===== src/rtl/core/assert_macros.svh =====
// Assertion helpers shared by the RTL
`ifndef ASSERT_MACROS_SVH
`define ASSERT_MACROS_SVH

// Clocked property, switched off while reset is asserted
`define ASSERT_PROP(lbl, clk, rstn, prop) \
  lbl: assert property (@(posedge clk) disable iff (!(rstn)) (prop)) \
    else $error("assertion failed");

// Same-cycle implication
`define ASSERT_IMPLY(lbl, clk, rstn, ante, cons) \
  `ASSERT_PROP(lbl, clk, rstn, (ante) |-> (cons))

// Next-cycle implication
`define ASSERT_NEXT(lbl, clk, rstn, ante, cons) \
  `ASSERT_PROP(lbl, clk, rstn, (ante) |=> (cons))

`endif


===== src/rtl/core/rfhr_pkg.sv =====
package rfhr_pkg;

  // Default sizes
  localparam int RING_DEPTH_DEF = 16;
  localparam int WORD_WIDTH_DEF = 32;

  // Fixed field widths
  localparam int SLOTS_W = 5;
  localparam int COUNT_W = 5;

  // Slot count after reset
  localparam logic [SLOTS_W-1:0] SLOTS_RESET = 5'd16;

  // Operation codes
  localparam logic OP_ENQ = 1'b0;
  localparam logic OP_DEQ = 1'b1;

endpackage


===== src/rtl/core/rfhr_req_if.sv =====
interface rfhr_req_if #(
  parameter int WORD_WIDTH = rfhr_pkg::WORD_WIDTH_DEF
);
  logic                  valid;
  logic                  ready;
  logic                  operation;
  logic [WORD_WIDTH-1:0] data_in;

  modport source (output valid, output operation, output data_in, input ready);
  modport sink   (input valid, input operation, input data_in, output ready);
endinterface


===== src/rtl/core/rfhr_rsp_if.sv =====
interface rfhr_rsp_if #(
  parameter int WORD_WIDTH = rfhr_pkg::WORD_WIDTH_DEF
);
  logic                          valid;
  logic                          ready;
  logic                          accepted;
  logic [WORD_WIDTH-1:0]         data_out;
  logic [rfhr_pkg::COUNT_W-1:0]  element_count;

  modport source (output valid, output accepted, output data_out, output element_count,
                  input ready);
  modport sink   (input valid, input accepted, input data_out, input element_count,
                  output ready);
endinterface


===== src/rtl/core/rfhr_cfg_if.sv =====
interface rfhr_cfg_if;
  logic                          valid;
  logic                          ready;
  logic [rfhr_pkg::SLOTS_W-1:0]  data;

  modport source (output valid, output data, input ready);
  modport sink   (input valid, input data, output ready);
endinterface


===== src/rtl/core/rfhr_ram.sv =====
module rfhr_ram #(
  parameter int WIDTH = rfhr_pkg::WORD_WIDTH_DEF,
  parameter int DEPTH = rfhr_pkg::RING_DEPTH_DEF,
  localparam int ADDR_W = (DEPTH > 1) ? $clog2(DEPTH) : 1
) (
  input  logic              clk_i,
  input  logic              we_i,
  input  logic [ADDR_W-1:0] waddr_i,
  input  logic [WIDTH-1:0]  wdata_i,
  input  logic [ADDR_W-1:0] raddr_i,
  output logic [WIDTH-1:0]  rdata_o
);

  logic [WIDTH-1:0] mem_q [DEPTH];

  // One write port, one registered read port
  always_ff @(posedge clk_i) begin
    if (we_i) begin
      mem_q[waddr_i] <= wdata_i;
    end
    rdata_o <= mem_q[raddr_i];
  end

endmodule


===== src/rtl/core/ring_fifo_with_head_register.sv =====
// Ring FIFO with a front holding register; one result item per accepted item.
// The result is registered and shows in the cycle after the item is accepted.
// Throughput: one item per cycle while no result waits unread; a dequeue that
// refills the front word from the ring RAM holds input in the REFILL state.
// Reset: asynchronous, active low; pointers, count and front flag clear, slots = 16.
`include "assert_macros.svh"

module ring_fifo_with_head_register #(
  parameter int RING_DEPTH = rfhr_pkg::RING_DEPTH_DEF,
  parameter int WORD_WIDTH = rfhr_pkg::WORD_WIDTH_DEF
) (
  input  logic        clk_i,
  input  logic        rst_ni,
  rfhr_req_if.sink    req_i,
  rfhr_rsp_if.source  rsp_o,
  rfhr_cfg_if.sink    cfg_i
);
  import rfhr_pkg::*;

  localparam int PTR_W = $clog2(RING_DEPTH);
  localparam int CMP_W = (PTR_W + 1 > SLOTS_W) ? PTR_W + 1 : SLOTS_W;

  // Sequencer codes
  localparam logic ST_IDLE   = 1'b0;
  localparam logic ST_REFILL = 1'b1;

  logic                  state_q, state_d;
  logic [SLOTS_W-1:0]    slots_q;
  logic [CMP_W-1:0]      slots_eff;
  logic [PTR_W-1:0]      rp_q, rp_d, wp_q, wp_d, wp_next;
  logic                  front_valid_q, front_valid_d;
  logic [WORD_WIDTH-1:0] front_q, front_d;
  logic [COUNT_W-1:0]    count_q, count_d;
  logic                  rsp_valid_q, rsp_valid_d;
  logic                  rsp_acc_q, rsp_acc_d;
  logic [WORD_WIDTH-1:0] rsp_data_q, rsp_data_d;
  logic [COUNT_W-1:0]    rsp_count_q, rsp_count_d;
  logic                  in_ready, in_acc, ring_empty, ring_full;
  logic                  ram_we;
  logic [WORD_WIDTH-1:0] ram_rdata;

  // Pointer step with compare wrap
  function automatic logic [PTR_W-1:0] advance(input logic [PTR_W-1:0] p,
                                               input logic [CMP_W-1:0] s);
    logic [CMP_W-1:0] n;
    n = CMP_W'(p) + CMP_W'(1);
    return (n >= s) ? '0 : n[PTR_W-1:0];
  endfunction

  // Clamp slot count into 2 .. RING_DEPTH
  always_comb begin
    if (CMP_W'(slots_q) < CMP_W'(2)) begin
      slots_eff = CMP_W'(2);
    end else if (CMP_W'(slots_q) > CMP_W'(RING_DEPTH)) begin
      slots_eff = CMP_W'(RING_DEPTH);
    end else begin
      slots_eff = CMP_W'(slots_q);
    end
  end

  // Handshakes
  assign in_ready      = (state_q == ST_IDLE) && (!rsp_valid_q || rsp_o.ready);
  assign in_acc        = req_i.valid && in_ready;
  assign req_i.ready   = in_ready;
  assign cfg_i.ready   = 1'b1;

  assign ring_empty = (rp_q == wp_q);
  assign wp_next    = advance(wp_q, slots_eff);
  assign ring_full  = (rp_q == wp_next);

  // Operation decode and state update
  always_comb begin
    state_d       = state_q;
    rp_d          = rp_q;
    wp_d          = wp_q;
    front_valid_d = front_valid_q;
    front_d       = front_q;
    count_d       = count_q;
    rsp_valid_d   = rsp_valid_q;
    rsp_acc_d     = rsp_acc_q;
    rsp_data_d    = rsp_data_q;
    rsp_count_d   = rsp_count_q;
    ram_we        = 1'b0;

    if (rsp_valid_q && rsp_o.ready) begin
      rsp_valid_d = 1'b0;
    end

    // Front word arrives from the ring in the REFILL state, the cycle after the read
    if (state_q == ST_REFILL) begin
      front_d = ram_rdata;
      state_d = ST_IDLE;
    end

    if (in_acc) begin
      rsp_valid_d = 1'b1;
      rsp_acc_d   = 1'b0;
      rsp_data_d  = '0;
      case (req_i.operation)
        OP_ENQ: begin
          if (!ring_full) begin
            rsp_acc_d = 1'b1;
            count_d   = count_q + COUNT_W'(1);
            if (ring_empty && !front_valid_q) begin
              front_d       = req_i.data_in;
              front_valid_d = 1'b1;
            end else begin
              ram_we = 1'b1;
              wp_d   = wp_next;
            end
          end
        end
        OP_DEQ: begin
          if (front_valid_q) begin
            rsp_acc_d  = 1'b1;
            rsp_data_d = front_q;
            count_d    = count_q - COUNT_W'(1);
            if (ring_empty) begin
              front_valid_d = 1'b0;
            end else begin
              rp_d    = advance(rp_q, slots_eff);
              state_d = ST_REFILL;
            end
          end
        end
        default: begin
          rsp_acc_d = 1'b0;
        end
      endcase
      rsp_count_d = count_d;
    end
  end

  // Ring store: write at tail, read at head
  rfhr_ram #(
    .WIDTH (WORD_WIDTH),
    .DEPTH (RING_DEPTH)
  ) u_ram (
    .clk_i   (clk_i),
    .we_i    (ram_we),
    .waddr_i (wp_q),
    .wdata_i (req_i.data_in),
    .raddr_i (rp_q),
    .rdata_o (ram_rdata)
  );

  // Control registers
  always_ff @(posedge clk_i or negedge rst_ni) begin
    if (!rst_ni) begin
      state_q       <= ST_IDLE;
      slots_q       <= SLOTS_RESET;
      rp_q          <= '0;
      wp_q          <= '0;
      front_valid_q <= 1'b0;
      count_q       <= '0;
      rsp_valid_q   <= 1'b0;
    end else begin
      state_q       <= state_d;
      rp_q          <= rp_d;
      wp_q          <= wp_d;
      front_valid_q <= front_valid_d;
      count_q       <= count_d;
      rsp_valid_q   <= rsp_valid_d;
      if (cfg_i.valid) begin
        slots_q <= cfg_i.data;
      end
    end
  end

  // Payload registers
  always_ff @(posedge clk_i) begin
    front_q     <= front_d;
    rsp_acc_q   <= rsp_acc_d;
    rsp_data_q  <= rsp_data_d;
    rsp_count_q <= rsp_count_d;
  end

  assign rsp_o.valid         = rsp_valid_q;
  assign rsp_o.accepted      = rsp_acc_q;
  assign rsp_o.data_out      = rsp_data_q;
  assign rsp_o.element_count = rsp_count_q;

  // Checks
  `ASSERT_IMPLY(a_refill_has_front, clk_i, rst_ni, state_q == ST_REFILL, front_valid_q)
  `ASSERT_IMPLY(a_free_front_empty_ring, clk_i, rst_ni, !front_valid_q, rp_q == wp_q)
  `ASSERT_NEXT(a_accept_gives_result, clk_i, rst_ni, in_acc, rsp_valid_q)

endmodule

===== src/flat_wrapper.sv =====
// flat-port wrapper written by rule: the top's interface ports become plain ports
module ring_fifo_with_head_register_flat import rfhr_pkg::*;
#(
  parameter int RING_DEPTH = rfhr_pkg::RING_DEPTH_DEF,
  parameter int WORD_WIDTH = rfhr_pkg::WORD_WIDTH_DEF
)
  (clk_i, rst_ni, req_i_valid, req_i_operation, req_i_data_in, req_i_ready, rsp_o_valid, rsp_o_accepted, rsp_o_data_out, rsp_o_element_count, rsp_o_ready, cfg_i_valid, cfg_i_data, cfg_i_ready);
  rfhr_req_if #(.WORD_WIDTH(WORD_WIDTH)) req_i_i ();
  rfhr_rsp_if #(.WORD_WIDTH(WORD_WIDTH)) rsp_o_i ();
  rfhr_cfg_if cfg_i_i ();
  input  logic clk_i;
  input  logic rst_ni;
  input wire logic [$bits(req_i_i.valid)-1:0] req_i_valid;
  input wire logic [$bits(req_i_i.operation)-1:0] req_i_operation;
  input wire logic [$bits(req_i_i.data_in)-1:0] req_i_data_in;
  output wire logic [$bits(req_i_i.ready)-1:0] req_i_ready;
  output wire logic [$bits(rsp_o_i.valid)-1:0] rsp_o_valid;
  output wire logic [$bits(rsp_o_i.accepted)-1:0] rsp_o_accepted;
  output wire logic [$bits(rsp_o_i.data_out)-1:0] rsp_o_data_out;
  output wire logic [$bits(rsp_o_i.element_count)-1:0] rsp_o_element_count;
  input wire logic [$bits(rsp_o_i.ready)-1:0] rsp_o_ready;
  input wire logic [$bits(cfg_i_i.valid)-1:0] cfg_i_valid;
  input wire logic [$bits(cfg_i_i.data)-1:0] cfg_i_data;
  output wire logic [$bits(cfg_i_i.ready)-1:0] cfg_i_ready;
  assign req_i_i.valid = req_i_valid;
  assign req_i_i.operation = req_i_operation;
  assign req_i_i.data_in = req_i_data_in;
  assign req_i_ready = req_i_i.ready;
  assign rsp_o_valid = rsp_o_i.valid;
  assign rsp_o_accepted = rsp_o_i.accepted;
  assign rsp_o_data_out = rsp_o_i.data_out;
  assign rsp_o_element_count = rsp_o_i.element_count;
  assign rsp_o_i.ready = rsp_o_ready;
  assign cfg_i_i.valid = cfg_i_valid;
  assign cfg_i_i.data = cfg_i_data;
  assign cfg_i_ready = cfg_i_i.ready;
  ring_fifo_with_head_register #(.RING_DEPTH(RING_DEPTH), .WORD_WIDTH(WORD_WIDTH)) u_core (.clk_i(clk_i), .rst_ni(rst_ni), .req_i(req_i_i), .rsp_o(rsp_o_i), .cfg_i(cfg_i_i));
endmodule

===== config.mk =====
export PLATFORM = sky130hd
export DESIGN_NAME = ring_fifo_with_head_register_flat
export DESIGN_NICKNAME = d
export VERILOG_FILES = /design/src/rtl/core/rfhr_pkg.sv /design/src/rtl/core/rfhr_req_if.sv /design/src/rtl/core/rfhr_rsp_if.sv /design/src/rtl/core/rfhr_cfg_if.sv /design/src/rtl/core/rfhr_ram.sv /design/src/rtl/core/ring_fifo_with_head_register.sv /design/src/flat_wrapper.sv
export VERILOG_INCLUDE_DIRS = /design/src /design/src/rtl/core
export SDC_FILE = /design/constraint.sdc
export NUM_CORES = 1
export LEC_CHECK = 0
export BUFFER_PORTS_ARGS = -buffer_cell sky130_fd_sc_hd__buf_2
export CORE_ASPECT_RATIO = 0.75
export CORE_MARGIN = 3
export CORE_UTILIZATION = 39
export CTS_BUF_LIST = sky130_fd_sc_hd__clkbuf_8
export DETAILED_ROUTE_END_ITERATION = 12
export GPL_TIMING_DRIVEN = 1
export SYNTH_ARGS = -nofsm -noshare
export SYNTH_HDL_FRONTEND = slang
export SYNTH_HIERARCHICAL = 1
export SYNTH_SLANG_ARGS = --single-unit

===== constraint.sdc =====
create_clock -name clk_i -period 10.1 [get_ports clk_i]
set_input_delay 0.505 -clock clk_i [delete_from_list [all_inputs] [get_ports clk_i]]
set_output_delay 0.505 -clock clk_i [all_outputs]
set_load 0.05 [all_outputs]

==> results.yml <==
finish:
  syn_to_final_growth_pct: 13.3
  fin_area_sq_um: 27500
  diodes: 0
  nets: 1401
  layout-drive-gt1-share: 0.316
  finish.utilization: 0.451
  fin_cells: 2226
logic_synthesis:
  yosysUniqueCellTypes: 51
  syn-num-nets: 1262
  ys_warn_count: 6
  ys_seq_area_frac: 0.754
  synth_edf_count: 550
  ys_async_sr_fraction: 0.0331
  netlist_area_sq_um: 24300
  yosys_register_bits: 635
  syn-mean-instance-area_sq_um: 20.2
  syn_inst: 1205
  synth_ff_type: "edfxtp_1"
detailed_routing:
  detail_route.iter0.violations: 941
  vias: 11940
  avgViaCountPerCell: 5.36
  dr.pass1.iters: 5
  wirelength_microns: 52300
  wl_per_cell_microns: 23.5
  final_antenna_net_count: 0
  drc: 0
floorplanning:
  io_pins: 84
  initial_core_util: 0.398
  die_h_microns: 222
  die_w_microns: 294
  placementRows: 78
  die_area_sq_um: 65300
  core_area_sq_um: 61100
pwr:
  power_density_nw_per_um2: 259
  power.leakage_nw: 9.22
  p_total_mw: 7.12
  max-vdd-ir-drop_mv: 0.203
timing:
  tns_ns: 0
  slew_viol_final: 0
  worst_pin_slew_ns: 1.27
  fmax_mhz: 192
  min_period_ns: 5.20
  worst_clock_skew_ns: 0.0178
  setup_viol: 0
  finalHoldViolCount: 0
  rsz0062_at_grt: "false"
  period_share: 0.515
  slew_headroom: 0.150
clock_tree:
  insertion_delay_ns: 0.69
  clk_path_buf_depth: 3
  cts_setup_buffers: 0
  h-tree-depth: 3
  cts-root-buf: "clkbuf_8"
  clk_pin_slew_worst_paths_ns: 0.06
  cts_tree: "built"
  cts.sink_count: 635
  cts_inserted_buffers: 96
min_path:
  hold_path_startpoint: "cfg_i_data[4]"
  hold_class: "in -> reg"
global_routing:
  grt_pass1_vias: 12778
  antenna_found_initial: 1
  grt-ovfl-total: 0
  grt_max_degree: 102
  grt_pass1_wl_microns: 79600
  grt_use_total: 0.163
place:
  portBuffers: 82
  dp_cells: 2045
  placed_cell_area_sq_um: 25700
  place.gp.congestion: 0.748
  dpl.hpwl_microns: 28900
status:
  status: "complete, no violations"
critical_path:
  cp_max_fo: 32
  critPathKind: "reg -> reg"
  crit_arrival_ns: 5.49
  cp-start-kind: "flip-flop"
  crit_path_start: "u_core/wp_q[0]$_DFFE_PN0P_"
  reg2reg_from: "u_core/wp_q[0]$_DFFE_PN0P_"
  end_kind: "flip-flop"
  cp.required_ns: 10.39
run:
  maxCapViolCount: 0
report_power, final:
group	internal, mW	switching [mW]	total, mW
combinational	0.809	1.00	1.81
sequential	3.16	0.191	3.35
clock	0.989	0.966	1.96
total	4.96	2.16	7.12
metrics by stage:
step | hold slack (ns) | setup WS (ns)
6_report | 0.0475 | 4.90
5_1_grt | 0.0172 | 4.63
4_1_cts | 0.00349 | 4.92
3_5_place_dp | 0.493 | 4.92
3_3_place_gp | 0.481 | 5.07
2_1_floorplan | 0.209 | 4.20
cell usage in the layout, fill, tap and decap left out, types with 4 or more instances in the layout:
cell type,instances
a21o_1,5
a21oi_1,4
a22oi_1,66
and3_1,36
buf_2,82
buf_4,22
clkbuf_8,102
clkinv_1,23
clkinv_2,8
clkinvlp_4,4
dfrtp_1,17
dfxtp_1,64
edfxtp_1,550
ha_1,14
inv_1,50
mux2_2,68
mux4_2,128
nand2_1,50
nand2b_1,4
nand3_1,11
nand4_1,6
nor2_1,10
nor2_4,13
nor3_2,4
o211ai_1,6
o21ai_0,12
o311ai_0,4
xnor2_1,9
cell type report:
| cell class | count | area (sq um) |
|---|---|---|
| fillers | 5200 | 33600 |
| inverters | 13 | 48.8 |
| multi-input cells | 492 | 5750 |
| clock buffers | 102 | 1400 |
| clock inverters | 78 | 393 |
| flip-flops and latches | 635 | 18300 |
| repair buffers | 106 | 606 |
| well taps | 800 | 1000 |
state kept, by name, summed over array words and instances, names as in the netlist:
register                    flops
u_core/slots_q                  5
u_core/rsp_o.accepted           1
u_core/count_q                  5
u_core/rsp_o.data_out          32
u_core/wp_q                     4
u_core/rsp_o.element_count      5
u_core/front_q                 32
u_core/u_ram/mem_q            512
u_core/state_q                  1
u_core/u_ram/rdata_o           32
u_core/rsp_o.valid              1
u_core/front_valid_q            1
u_core/rp_q                     4
cell families (layout without fill, tap and decap cells):
| family | Yosys count | in the layout | synth area share |
|---|---|---|---|
| adder cells (fa/ha/maj) | 14 | 14 | 0.00721 |
| AO/OA/AOI/OAI | 116 | 116 | 0.0365 |
| multiplexers | 201 | 201 | 0.153 |
| buffers and inverters | 78 | 299 | 0.0149 |
| other | 1 | 1 | 0.000154 |
| AND/OR/NAND/NOR | 148 | 148 | 0.0299 |
| XOR/XNOR | 12 | 12 | 0.00433 |
| flip-flops | 635 | 635 | 0.754 |
per-layer routing:
layer  track usage  part of all wire  vias to the layer above  wire length [microns]
li1              -                 -                     5240                      -
met1         0.239              0.47                     6256                  24500
met2         0.246              0.45                      366                  23700
met3        0.0339             0.060                       78                   3140
met4        0.0463             0.017                        0                    911
met5             0                 0                        -                      0
worst max-delay path, cell delays in order (launching register included):
cell and delay [ns]:
dfrtp_1 0.57, ha_1 0.32, xnor2_1 0.24, inv_1 0.10, ha_1 0.29, a21oi_1 0.17, o21ai_1 0.19, a31oi_1 0.43
a211oi_1 0.30, a2111oi_4 0.63, or3b_2 0.62, nor2_4 0.92
synth_stat cells (all sizes together) (2+ instances only):
cell type,count,share of area
nor3,6,0.0012
dfrtp,20,0.021
dfxtp,64,0.053
nor2,23,0.0036
o311ai,4,0.0014
nand2b,4,0.0010
a211o,2,0.00072
nor2b,4,0.0010
mux2i,3,0.0012
mux4,128,0.12
o21ai,13,0.0027
clkbuf,35,0.0054
nand3b,2,0.00062
inv,12,0.0019
xor2,3,0.0011
mux2,70,0.033
edfxtp,550,0.68
o2111ai,2,0.00072
o211ai,7,0.0024
a21oi,4,0.00082
or3,3,0.00077
nand3,11,0.0023
a22oi,66,0.020
a21o,5,0.0015
nand4,6,0.0015
a211oi,2,0.00062
buf,30,0.0075
ha,14,0.0072
and2,2,0.00051
a22o,3,0.0011
xnor2,9,0.0032
and3,36,0.0093
nand2,50,0.0077
path summary, 6_finish.rpt:
| kind | to | slack [ns] | depth (start not counted) |
|---|---|---|---|
| setup / recovery | u_core/u_ram/mem_q[2][13]$_DFFE_PP_ | 4.90 | 11 |
| hold / removal | u_core/slots_q[4]$_DFFE_PN1P_ | 0.05 | 3 |
| setup reg to reg | u_core/u_ram/mem_q[2][13]$_DFFE_PP_ | 4.90 | 11 |
| hold reg to reg | u_core/rsp_o.valid$_DFFE_PN0P_ | 0.50 | 1 |
| max in group asynchronous | u_core/rp_q[1]$_DFFE_PN0P_ | 9.31 | 2 |
| min in group asynchronous | u_core/wp_q[3]$_DFFE_PN0P_ | 0.36 | 2 |
what timing repair did:
item,CTS,global route
hold buffers,1,0
gates resized for setup,0,0
hold endpoints to repair,20,0
Note: power is estimated with default switching activity, not from simulation.
